[src/rtl/core/wtrg_pkg.sv]
// Shared types, constants and helpers for the weighted table random gate.
package wtrg_pkg;

   localparam int NODES     = 16;
   localparam int MAX_DIM   = 4;
   localparam int ROWS      = 16;
   localparam int COLS      = 16;
   localparam int ROW_W     = 4;
   localparam int COL_W     = 4;
   localparam int WEIGHT_W  = 8;
   localparam int SUM_W     = 12;
   localparam int STATE_W   = 16;
   localparam int RAND_W    = 31;
   localparam int CNT_W     = 3;
   localparam int MAP_W     = 16;
   localparam int NIB_W     = 4;
   localparam int CSR_W     = 16;
   localparam int CSR_IDX_W = 2;
   localparam int WT_DEPTH  = ROWS * COLS;
   localparam int WT_AW     = ROW_W + COL_W;

   typedef enum logic {
      CMD_WRITE = 1'b0,
      CMD_EVAL  = 1'b1
   } command_type;

   typedef enum logic [CSR_IDX_W-1:0] {
      CSR_INPUT_COUNT  = 2'd0,
      CSR_OUTPUT_COUNT = 2'd1,
      CSR_INPUT_MAP    = 2'd2,
      CSR_OUTPUT_MAP   = 2'd3
   } csr_index_type;

   // counts above MAX_DIM saturate
   function automatic logic [CNT_W-1:0] clamp_count(input logic [CNT_W-1:0] c);
      logic [CNT_W-1:0] res;
      res = c;
      if (int'(c) > MAX_DIM) begin
         res = CNT_W'(MAX_DIM);
      end
      return res;
   endfunction

   // node indices at or above NODES do not exist
   function automatic logic node_ok(input logic [NIB_W-1:0] node);
      return int'(node) < NODES;
   endfunction

endpackage

[src/rtl/core/wtrg_req_if.sv]
// Request channel: table write or gate evaluate beats.
interface wtrg_req_if;
   logic                                  valid;
   logic                                  ready;
   wtrg_pkg::command_type                 command;
   logic [wtrg_pkg::ROW_W-1:0]            row;
   logic [wtrg_pkg::COL_W-1:0]            column;
   logic [wtrg_pkg::WEIGHT_W-1:0]         weight;
   logic [wtrg_pkg::STATE_W-1:0]          node_states;
   logic [wtrg_pkg::RAND_W-1:0]           random_value;

   modport source (output valid, command, row, column, weight, node_states, random_value,
                   input ready);
   modport sink   (input valid, command, row, column, weight, node_states, random_value,
                   output ready);
endinterface

[src/rtl/core/wtrg_rsp_if.sv]
// Response channel: one beat per evaluate.
interface wtrg_rsp_if;
   logic                            valid;
   logic                            ready;
   logic [wtrg_pkg::STATE_W-1:0]    node_mask;
   logic [wtrg_pkg::COL_W-1:0]      chosen_column;
   logic                            bad_row;

   modport source (output valid, node_mask, chosen_column, bad_row, input ready);
   modport sink   (input valid, node_mask, chosen_column, bad_row, output ready);
endinterface

[src/rtl/core/weighted_table_random_gate.sv]
// Weighted table random gate: weight RAM, row-sum RAM, serial modulo, column walk.
// Write beat: accepted, then a read-modify-write in ST_WRITE, then back to ST_IDLE.
// Evaluate beat: row-sum read in ST_SUM, restoring modulo in ST_DIV (one dividend bit per
//   cycle), column walk in ST_WALK (one weight RAM read per cycle), then ST_DONE loads the
//   output register once it drains; a row sum below 2 skips the modulo and the walk.
// Sync reset sets config defaults, clears control and the per-entry valid bits; no clear pass.
module weighted_table_random_gate (
   input  logic                               clock,
   input  logic                               reset,
   wtrg_req_if.sink                           req_ch,
   wtrg_rsp_if.source                         rsp_ch,
   input  logic                               csr_we,
   input  logic [wtrg_pkg::CSR_IDX_W-1:0]     csr_index,
   input  logic [wtrg_pkg::CSR_W-1:0]         csr_wdata
);

   localparam int ACC_W   = wtrg_pkg::SUM_W + 1;
   localparam int DCNT_W  = $clog2(wtrg_pkg::RAND_W);
   localparam int SUM_AW  = wtrg_pkg::ROW_W;

   // one-hot sequencer
   typedef enum logic [5:0] {
      ST_IDLE  = 6'b000001,
      ST_WRITE = 6'b000010,
      ST_SUM   = 6'b000100,
      ST_DIV   = 6'b001000,
      ST_WALK  = 6'b010000,
      ST_DONE  = 6'b100000
   } state_type;

   state_type state_ff, state_in;

   // configuration registers
   logic [wtrg_pkg::CNT_W-1:0] in_cnt_ff, out_cnt_ff;
   logic [wtrg_pkg::MAP_W-1:0] in_map_ff, out_map_ff;

   // per-item working registers
   logic [wtrg_pkg::ROW_W-1:0]    row_ff, row_in;     // write row or gathered row index
   logic [wtrg_pkg::COL_W-1:0]    col_ff, col_in;     // write column or walk column
   logic [wtrg_pkg::WEIGHT_W-1:0] wgt_ff, wgt_in;
   logic [wtrg_pkg::RAND_W-1:0]   rnd_ff, rnd_in;     // dividend, shifted out MSB first
   logic [wtrg_pkg::SUM_W-1:0]    div_ff, div_in;     // row sum minus one
   logic [ACC_W-1:0]              acc_ff, acc_in;     // remainder, then draw r
   logic [DCNT_W-1:0]             cnt_ff, cnt_in;
   logic                          bad_ff, bad_in;

   // valid bits: an entry never written reads as zero
   logic [wtrg_pkg::WT_DEPTH-1:0] wt_vld_ff;
   logic [wtrg_pkg::ROWS-1:0]     sum_vld_ff;
   logic                          wt_rv_ff, sum_rv_ff;

   // output register
   logic                          rsp_valid_ff, rsp_valid_in;
   logic [wtrg_pkg::STATE_W-1:0]  rsp_mask_ff, rsp_mask_in;
   logic [wtrg_pkg::COL_W-1:0]    rsp_col_ff, rsp_col_in;
   logic                          rsp_bad_ff, rsp_bad_in;

   // RAM ports
   logic [wtrg_pkg::WT_AW-1:0]    wt_rd_addr, wt_wr_addr;
   logic [wtrg_pkg::WEIGHT_W-1:0] wt_q, wt_rd;
   logic                          wt_we;
   logic [SUM_AW-1:0]             sum_rd_addr, sum_wr_addr;
   logic [wtrg_pkg::SUM_W-1:0]    sum_q, sum_rd, sum_wr_data;
   logic                          sum_we;

   logic                          req_ready;
   logic                          req_take;
   logic [wtrg_pkg::ROW_W-1:0]    gather_idx;
   logic [wtrg_pkg::STATE_W-1:0]  scatter_mask;
   logic [ACC_W-1:0]              div_shift, div_rem;

   wtrg_ram #(
      .WIDTH (wtrg_pkg::WEIGHT_W),
      .DEPTH (wtrg_pkg::WT_DEPTH)
   ) u_weight_ram (
      .clock   (clock),
      .wr_en   (wt_we),
      .wr_addr (wt_wr_addr),
      .wr_data (wgt_ff),
      .rd_addr (wt_rd_addr),
      .rd_data (wt_q)
   );

   wtrg_ram #(
      .WIDTH (wtrg_pkg::SUM_W),
      .DEPTH (wtrg_pkg::ROWS)
   ) u_sum_ram (
      .clock   (clock),
      .wr_en   (sum_we),
      .wr_addr (sum_wr_addr),
      .wr_data (sum_wr_data),
      .rd_addr (sum_rd_addr),
      .rd_data (sum_q)
   );

   assign wt_rd  = wt_rv_ff  ? wt_q  : '0;
   assign sum_rd = sum_rv_ff ? sum_q : '0;

   // handshake: one item in flight; output register decouples the response side
   assign req_ready     = (state_ff == ST_IDLE) && !reset;
   assign req_ch.ready  = req_ready;
   assign req_take      = req_ch.valid && req_ready;

   assign rsp_ch.valid         = rsp_valid_ff;
   assign rsp_ch.node_mask     = rsp_mask_ff;
   assign rsp_ch.chosen_column = rsp_col_ff;
   assign rsp_ch.bad_row       = rsp_bad_ff;

   // gather configured node bits, first input ends up as the most significant gathered bit
   always_comb begin
      logic [wtrg_pkg::NIB_W-1:0] node;
      logic [wtrg_pkg::CNT_W-1:0] n_in;
      logic                       nbit;
      gather_idx = '0;
      n_in       = wtrg_pkg::clamp_count(in_cnt_ff);
      for (int i = 0; i < wtrg_pkg::MAX_DIM; i++) begin
         node = in_map_ff[i*wtrg_pkg::NIB_W +: wtrg_pkg::NIB_W];
         nbit = wtrg_pkg::node_ok(node) ? req_ch.node_states[node] : 1'b0;
         if (i < int'(n_in)) begin
            gather_idx = {gather_idx[wtrg_pkg::ROW_W-2:0], nbit};
         end
      end
   end

   // scatter low column bits to output nodes
   always_comb begin
      logic [wtrg_pkg::NIB_W-1:0] node;
      logic [wtrg_pkg::CNT_W-1:0] n_out;
      scatter_mask = '0;
      n_out        = wtrg_pkg::clamp_count(out_cnt_ff);
      for (int i = 0; i < wtrg_pkg::MAX_DIM; i++) begin
         node = out_map_ff[i*wtrg_pkg::NIB_W +: wtrg_pkg::NIB_W];
         if (i < int'(n_out) && col_ff[i] && wtrg_pkg::node_ok(node)) begin
            scatter_mask[node] = 1'b1;
         end
      end
   end

   // one restoring modulo step; remainder stays below the divisor
   assign div_shift = {acc_ff[wtrg_pkg::SUM_W-1:0], rnd_ff[wtrg_pkg::RAND_W-1]};
   assign div_rem   = (div_shift >= ACC_W'(div_ff)) ? (div_shift - ACC_W'(div_ff)) : div_shift;

   always_comb begin
      state_in     = state_ff;
      row_in       = row_ff;
      col_in       = col_ff;
      wgt_in       = wgt_ff;
      rnd_in       = rnd_ff;
      div_in       = div_ff;
      acc_in       = acc_ff;
      cnt_in       = cnt_ff;
      bad_in       = bad_ff;
      rsp_valid_in = rsp_valid_ff && !rsp_ch.ready;
      rsp_mask_in  = rsp_mask_ff;
      rsp_col_in   = rsp_col_ff;
      rsp_bad_in   = rsp_bad_ff;
      wt_rd_addr   = {row_ff, col_ff};
      sum_rd_addr  = row_ff;
      wt_we        = 1'b0;
      wt_wr_addr   = {row_ff, col_ff};
      sum_we       = 1'b0;
      sum_wr_addr  = row_ff;
      sum_wr_data  = sum_rd - wtrg_pkg::SUM_W'(wt_rd) + wtrg_pkg::SUM_W'(wgt_ff);

      unique case (state_ff)
         ST_IDLE: begin
            // address the RAMs straight from the request so data lands next cycle
            if (req_ch.command == wtrg_pkg::CMD_WRITE) begin
               wt_rd_addr  = {req_ch.row, req_ch.column};
               sum_rd_addr = req_ch.row;
            end else begin
               sum_rd_addr = gather_idx;
            end
            if (req_take) begin
               wgt_in = req_ch.weight;
               rnd_in = req_ch.random_value;
               if (req_ch.command == wtrg_pkg::CMD_WRITE) begin
                  row_in   = req_ch.row;
                  col_in   = req_ch.column;
                  state_in = ST_WRITE;
               end else begin
                  row_in   = gather_idx;
                  col_in   = '0;
                  state_in = ST_SUM;
               end
            end
         end
         ST_WRITE: begin
            // old weight and old sum are on the read ports now
            wt_we    = 1'b1;
            sum_we   = 1'b1;
            state_in = ST_IDLE;
         end
         ST_SUM: begin
            wt_rd_addr = {row_ff, wtrg_pkg::COL_W'(0)};
            col_in     = '0;
            if (sum_rd < wtrg_pkg::SUM_W'(2)) begin
               bad_in   = 1'b1;
               state_in = ST_DONE;
            end else begin
               bad_in   = 1'b0;
               div_in   = sum_rd - wtrg_pkg::SUM_W'(1);
               acc_in   = '0;
               cnt_in   = DCNT_W'(wtrg_pkg::RAND_W - 1);
               state_in = ST_DIV;
            end
         end
         ST_DIV: begin
            // column 0 weight is fetched during the last step
            wt_rd_addr = {row_ff, wtrg_pkg::COL_W'(0)};
            rnd_in     = {rnd_ff[wtrg_pkg::RAND_W-2:0], 1'b0};
            if (cnt_ff == '0) begin
               acc_in   = div_rem + ACC_W'(1);
               state_in = ST_WALK;
            end else begin
               acc_in = div_rem;
               cnt_in = cnt_ff - DCNT_W'(1);
            end
         end
         ST_WALK: begin
            // weight of col_ff is on the port; prefetch the next column
            wt_rd_addr = {row_ff, col_ff + wtrg_pkg::COL_W'(1)};
            if (col_ff != wtrg_pkg::COL_W'(wtrg_pkg::COLS - 1) && acc_ff > ACC_W'(wt_rd)) begin
               acc_in = acc_ff - ACC_W'(wt_rd);
               col_in = col_ff + wtrg_pkg::COL_W'(1);
            end else begin
               state_in = ST_DONE;
            end
         end
         ST_DONE: begin
            // wait for the output register to drain
            if (!rsp_valid_ff || rsp_ch.ready) begin
               rsp_valid_in = 1'b1;
               rsp_mask_in  = scatter_mask;
               rsp_col_in   = col_ff;
               rsp_bad_in   = bad_ff;
               state_in     = ST_IDLE;
            end
         end
         default: begin
            state_in = ST_IDLE;
         end
      endcase
   end

   always_ff @(posedge clock) begin
      if (reset) begin
         state_ff     <= ST_IDLE;
         rsp_valid_ff <= 1'b0;
         wt_vld_ff    <= '0;
         sum_vld_ff   <= '0;
         in_cnt_ff    <= wtrg_pkg::CNT_W'(1);
         out_cnt_ff   <= wtrg_pkg::CNT_W'(1);
         in_map_ff    <= '0;
         out_map_ff   <= '0;
      end else begin
         state_ff     <= state_in;
         rsp_valid_ff <= rsp_valid_in;
         if (wt_we) begin
            wt_vld_ff[wt_wr_addr] <= 1'b1;
         end
         if (sum_we) begin
            sum_vld_ff[sum_wr_addr] <= 1'b1;
         end
         if (csr_we) begin
            unique case (wtrg_pkg::csr_index_type'(csr_index))
               wtrg_pkg::CSR_INPUT_COUNT:  in_cnt_ff  <= csr_wdata[wtrg_pkg::CNT_W-1:0];
               wtrg_pkg::CSR_OUTPUT_COUNT: out_cnt_ff <= csr_wdata[wtrg_pkg::CNT_W-1:0];
               wtrg_pkg::CSR_INPUT_MAP:    in_map_ff  <= csr_wdata[wtrg_pkg::MAP_W-1:0];
               wtrg_pkg::CSR_OUTPUT_MAP:   out_map_ff <= csr_wdata[wtrg_pkg::MAP_W-1:0];
               default: ;
            endcase
         end
      end
   end

   // datapath registers, no reset needed
   always_ff @(posedge clock) begin
      row_ff      <= row_in;
      col_ff      <= col_in;
      wgt_ff      <= wgt_in;
      rnd_ff      <= rnd_in;
      div_ff      <= div_in;
      acc_ff      <= acc_in;
      cnt_ff      <= cnt_in;
      bad_ff      <= bad_in;
      rsp_mask_ff <= rsp_mask_in;
      rsp_col_ff  <= rsp_col_in;
      rsp_bad_ff  <= rsp_bad_in;
      wt_rv_ff    <= wt_vld_ff[wt_rd_addr];
      sum_rv_ff   <= sum_vld_ff[sum_rd_addr];
   end

endmodule

[src/rtl/core/wtrg_ram.sv]
// Generic simple dual-port RAM, one write port, one registered read port.
module wtrg_ram #(
   parameter int WIDTH = 8,
   parameter int DEPTH = 256
) (
   input  logic                     clock,
   input  logic                     wr_en,
   input  logic [$clog2(DEPTH)-1:0] wr_addr,
   input  logic [WIDTH-1:0]         wr_data,
   input  logic [$clog2(DEPTH)-1:0] rd_addr,
   output logic [WIDTH-1:0]         rd_data
);

   logic [WIDTH-1:0] mem_ff [DEPTH];
   logic [WIDTH-1:0] rd_data_ff;

   always_ff @(posedge clock) begin
      if (wr_en) begin
         mem_ff[wr_addr] <= wr_data;
      end
      rd_data_ff <= mem_ff[rd_addr];
   end

   assign rd_data = rd_data_ff;

endmodule

[src/flat_wrapper.sv]
// flat-port wrapper written by rule: the top's interface ports become plain ports
module weighted_table_random_gate_flat 
  (clock, reset, csr_we, csr_index, csr_wdata, req_ch_valid, req_ch_command, req_ch_row, req_ch_column, req_ch_weight, req_ch_node_states, req_ch_random_value, req_ch_ready, rsp_ch_valid, rsp_ch_node_mask, rsp_ch_chosen_column, rsp_ch_bad_row, rsp_ch_ready);
  wtrg_req_if req_ch_i ();
  wtrg_rsp_if rsp_ch_i ();
  input  logic clock;
  input  logic reset;
  input  logic csr_we;
  input  logic [wtrg_pkg::CSR_IDX_W-1:0] csr_index;
  input  logic [wtrg_pkg::CSR_W-1:0] csr_wdata;
  input wire logic [$bits(req_ch_i.valid)-1:0] req_ch_valid;
  input wire logic [$bits(req_ch_i.command)-1:0] req_ch_command;
  input wire logic [$bits(req_ch_i.row)-1:0] req_ch_row;
  input wire logic [$bits(req_ch_i.column)-1:0] req_ch_column;
  input wire logic [$bits(req_ch_i.weight)-1:0] req_ch_weight;
  input wire logic [$bits(req_ch_i.node_states)-1:0] req_ch_node_states;
  input wire logic [$bits(req_ch_i.random_value)-1:0] req_ch_random_value;
  output wire logic [$bits(req_ch_i.ready)-1:0] req_ch_ready;
  output wire logic [$bits(rsp_ch_i.valid)-1:0] rsp_ch_valid;
  output wire logic [$bits(rsp_ch_i.node_mask)-1:0] rsp_ch_node_mask;
  output wire logic [$bits(rsp_ch_i.chosen_column)-1:0] rsp_ch_chosen_column;
  output wire logic [$bits(rsp_ch_i.bad_row)-1:0] rsp_ch_bad_row;
  input wire logic [$bits(rsp_ch_i.ready)-1:0] rsp_ch_ready;
  assign req_ch_i.valid = req_ch_valid;
  assign req_ch_i.command = req_ch_command;
  assign req_ch_i.row = req_ch_row;
  assign req_ch_i.column = req_ch_column;
  assign req_ch_i.weight = req_ch_weight;
  assign req_ch_i.node_states = req_ch_node_states;
  assign req_ch_i.random_value = req_ch_random_value;
  assign req_ch_ready = req_ch_i.ready;
  assign rsp_ch_valid = rsp_ch_i.valid;
  assign rsp_ch_node_mask = rsp_ch_i.node_mask;
  assign rsp_ch_chosen_column = rsp_ch_i.chosen_column;
  assign rsp_ch_bad_row = rsp_ch_i.bad_row;
  assign rsp_ch_i.ready = rsp_ch_ready;
  weighted_table_random_gate u_core (.clock(clock), .reset(reset), .req_ch(req_ch_i), .rsp_ch(rsp_ch_i), .csr_we(csr_we), .csr_index(csr_index), .csr_wdata(csr_wdata));
endmodule
[config.mk]
export PLATFORM = sky130hd
export DESIGN_NAME = weighted_table_random_gate_flat
export DESIGN_NICKNAME = d
export VERILOG_FILES = /design/src/rtl/core/wtrg_pkg.sv /design/src/rtl/core/wtrg_req_if.sv /design/src/rtl/core/wtrg_rsp_if.sv /design/src/rtl/core/weighted_table_random_gate.sv /design/src/rtl/core/wtrg_ram.sv /design/src/flat_wrapper.sv
export SDC_FILE = /design/constraint.sdc
export NUM_CORES = 2
export LEC_CHECK = 0
export BUFFER_PORTS_ARGS = -buffer_cell sky130_fd_sc_hd__buf_2
export CAP_MARGIN = 20
export CORE_UTILIZATION = 55
export CTS_BUF_LIST = sky130_fd_sc_hd__clkbuf_4 sky130_fd_sc_hd__clkbuf_8
export DETAILED_ROUTE_END_ITERATION = 16
export PLACE_DENSITY = 0.75
export SETUP_SLACK_MARGIN = 0.5
export SLEW_MARGIN = 25
export SYNTH_ARGS = -nofsm -noshare
export SYNTH_HDL_FRONTEND = slang
export SYNTH_SLANG_ARGS = --single-unit
[constraint.sdc]
create_clock -name clock -period 9.3 [get_ports clock]
set_clock_uncertainty 0.05 [all_clocks]
set_input_delay 0.93 -clock clock [delete_from_list [all_inputs] [get_ports clock]]
set_output_delay 0.93 -clock clock [all_outputs]
set_load 0.01 [all_outputs]
==> results.md <==
- DR WL/cell: around 28 µm
- Tightest Hold Check Type: in2reg
- Psw: 0.008397 W
- Sequential cell fraction of total power: approximately 47%
- Critical Path Start Type: register
- Seq cells post-synth: ~2700
- GPL Wtd Cong: between 0.9 and 1
- Syn Inst Count: just under 7000
- Worst path slowest cell: nor4_1
- Reg2reg start: u_core.state_ff[3]
- Clock Power Share: around a third
- Mapped cell area: ~110000 µm²
- Final Slew Violations: 0
- Fill cells: 13240
- Crit path top cell by count: nor4_1
- Layout overhead on the synthesized area: 11.23%
- Pin count of the biggest net entering global routing: roughly 260
- Antenna violations before repair: 14
- Final wirelength: about 270000 µm
- DRC viols: 0
- Peak supply drop: 0.0002163 V
- Final cycle utilization of the critical path: 64.08%
- Port bufs: ~110
- Final Instance Area: between 100000 and 150000 µm²
- WHS: a little under 0.07 ns
- Worst setup EP type: register
- CTS Sinks: around 2700
- Largest area contributor in the netlist: edfxtp_1
- Top-area cell type share of the netlist area: between 60 and 70%
- Register area share after synthesis: 72.65%
- 1st-pass router iterations: 6
- Share of layout cells above drive strength 1: between 20% and 30%
- Placed inst area: about 110000 µm²
- Count leader, synth: edfxtp_1
- Reg area: 77020 µm²
- RSZ-0062 raised after global routing: false
- Final hold vios: 0
- First-pass GRT wire length: around 400000 µm
- Max_cap viols: 0
- TritonCTS Buffers: about 400
- Synth cell types: between 80 and 90
- YS warnings: 0
- Worst-path clk slew: about 0.060 ns
- Detail Placement HPWL: around 170000 µm
- DRT antenna net count: 0
- Crit path launch: u_core.state_ff[3]
- Combinational group share of total power: around 20%
- Boundary pin count: 110
- Core Area: approximately 190000 µm²
- Worst slew pin tran: roughly 1.3 ns
- Syn_nets: 6963
- Detailed-route via count: approximately 63000
- Chip height: about 440 µm
- Synth cell count leaders: 2339 x edfxtp_1, 981 x nand2_1, 874 x nor2_1, 466 x mux4_2, 339 x dfxtp_1
- Setup TNS: 0 ns
- Sw Ratio: 28.52%
- Final worst path period need: about 6 ns
- Top_reg_cell synth: edfxtp_1
- CTS tree: done
- CTS H-tree depth: 5
- Mean post-synth cell area: 15.54 µm²
- Slowest cell delay on critical path: approximately 1.0 ns
- Multi-input logic area: 27210 µm²
- DRT iter0 DRCs: roughly 8600
- Clk_lat worst skew: 1.08 ns
- Setup Buffers After CTS: 0
- Vias per std cell: 6.363
- Chip Width: around 440 µm
- FF-to-FF setup slack: about 3.3 ns
- Hold path startpoint: csr_wdata[5]
- Critical path type: reg2reg
- Leak pwr: 38.93 nW
- Vias in the first global route: approximately 61000
- Floorplan row count: 160
- P_int: roughly 0.021 W
- Nets@finish: around 7200
- Post-synth EDFFs: roughly 2300
- Post_cts resized: 0
- Async S/R FF share, synth: 0%
- Root Driver: clkbuf_8
- Critical-path cell list: or4_1 > nor2_4 > o311a_4 > buf_12 > mux4_2 > a22o_1 > a211oi_1 > nand3_1 > nor4_1 > nor4_1
- CP max FO: 101
- P per Cell Area: 249.7 nW/µm²
- Total GRT Usage: 27.94%
- Status: complete, no violations
- Clk buf depth: 4
- # setup viols final: 0
- Synth top area cells: edfxtp_1 66%, mux4_2 9.9%, dfxtp_1 6.4%
- Full die area: about 190000 µm²
- Critical Path AT: roughly 6.8 ns
- Remaining Overflow, GRT: 0
- Worst Path Required: between 10 and 15 ns
- Fmax achieved: around 0.17 GHz
- Starting Density: a little under three fifths
- Max-Slew Margin vs Limit: 15.72%
-- final cells by class --
class	instances	share of cell area [%]
Tap cell	2511	2.664
Clock buffer	624	6.445
Sequential cell	2678	65.32
Clock inverter	122	0.7173
Multi-Input combinational cell	3683	23.08
Antenna cell	6	0.01273
Inverter	87	0.2769
Timing Repair Buffer	226	1.491
-- repair_timing --
item | in CTS | in global routing
setup endpoints to repair | 0 | 0
endpoints found under the hold margin | 15 | 0
hold buffers | 13 | 0
-- power by group through the flow --
stage / registers [W] / clock network, W / logic [W]
after global routing: 0.0137 / 0.0106 / 0.00604
final: 0.0137 / 0.0100 / 0.00575
after detailed placement: 0.0139 / 0 / 0.00559
after floorplan: 0.0141 / 0 / 0.00362
after global placement: 0.0139 / 0 / 0.00549
after CTS: 0.0137 / 0.0101 / 0.00562
-- routing by layer --
layer,global-route usage (%),routed length [µm],up-vias
met2,43.38,128500,4224
met1,38.16,101800,31710
met4,11.69,11720,12
met5,0,91,-
met3,6.615,32350,712
li1,-,-,26580
-- through the flow --
stage	instances	util, %	total power, W	setup slack, ns
final	9937	61.81	0.02944	3.341
after global routing	9937	61.81	0.03029	3.179
after CTS	9927	61.69	0.02936	3.489
after detailed placement	9168	57.20	0.01952	2.950
after global placement	9168	57.16	0.01942	3.015
after floorplan	6824	-	0.01767	2.501
-- registers in the layout, summed over array words and instances, names as in the netlist, 16 cells and up --
register / flops
u_core.out_map_ff: 16
u_core.u_sum_ram.mem_ff: 192
u_core.sum_vld_ff: 16
u_core.wt_vld_ff: 256
u_core.rsp_ch.node_mask: 16
u_core.in_map_ff: 16
u_core.u_weight_ram.mem_ff: 2048
u_core.rnd_ff: 31
-- layout by cell type, fill, tap and decap left out, drive strengths merged, types with 26 or more instances in the layout --
cell type	n
and3	45
xnor2	29
nand3	198
nand4	70
a31oi	48
clkbuf	624
inv	90
ha	42
edfxtp	2339
mux4	466
buf	213
o22ai	30
mux2i	44
clkinv	103
a21oi	218
a22oi	184
nand2	982
nor4	37
nor2b	26
o21ai	52
nor2	879
nor3	32
dfxtp	339
-- worst max-delay path, delay by kind of cell (launching register included) --
kind,cells,cell delay [ns]
simple gates,5,2.45
buf+inv,1,0.64
compound gates,3,1.52
flops,1,0.38
mux,1,0.59
-- final timing paths --
kind,depth (start not counted),to
setup reg to reg,10,u_core.u_weight_ram.rd_data[1]
hold reg to reg,0,u_core.rsp_ch.bad_row
hold / removal,3,u_core.out_map_ff[5]
setup / recovery,10,u_core.u_weight_ram.rd_data[1]
-- cell families (layout without fill, tap and decap cells) --
kind of cell             after synthesis  in the layout  share of synthesized area (%)
XOR/XNOR                              51             51                         0.4213
AND/OR/NAND/NOR                     2367           2367                          9.456
flip-flops                          2678           2678                          72.65
other                                  0              6                              0
AO/OA/AOI/OAI                        697            697                          4.432
buffers and inverters                463           1059                          1.974
adder cells (fa/ha/maj)               52             52                         0.6845
multiplexers                         516            516                          10.38
Power figures use the tool's default switching activity.
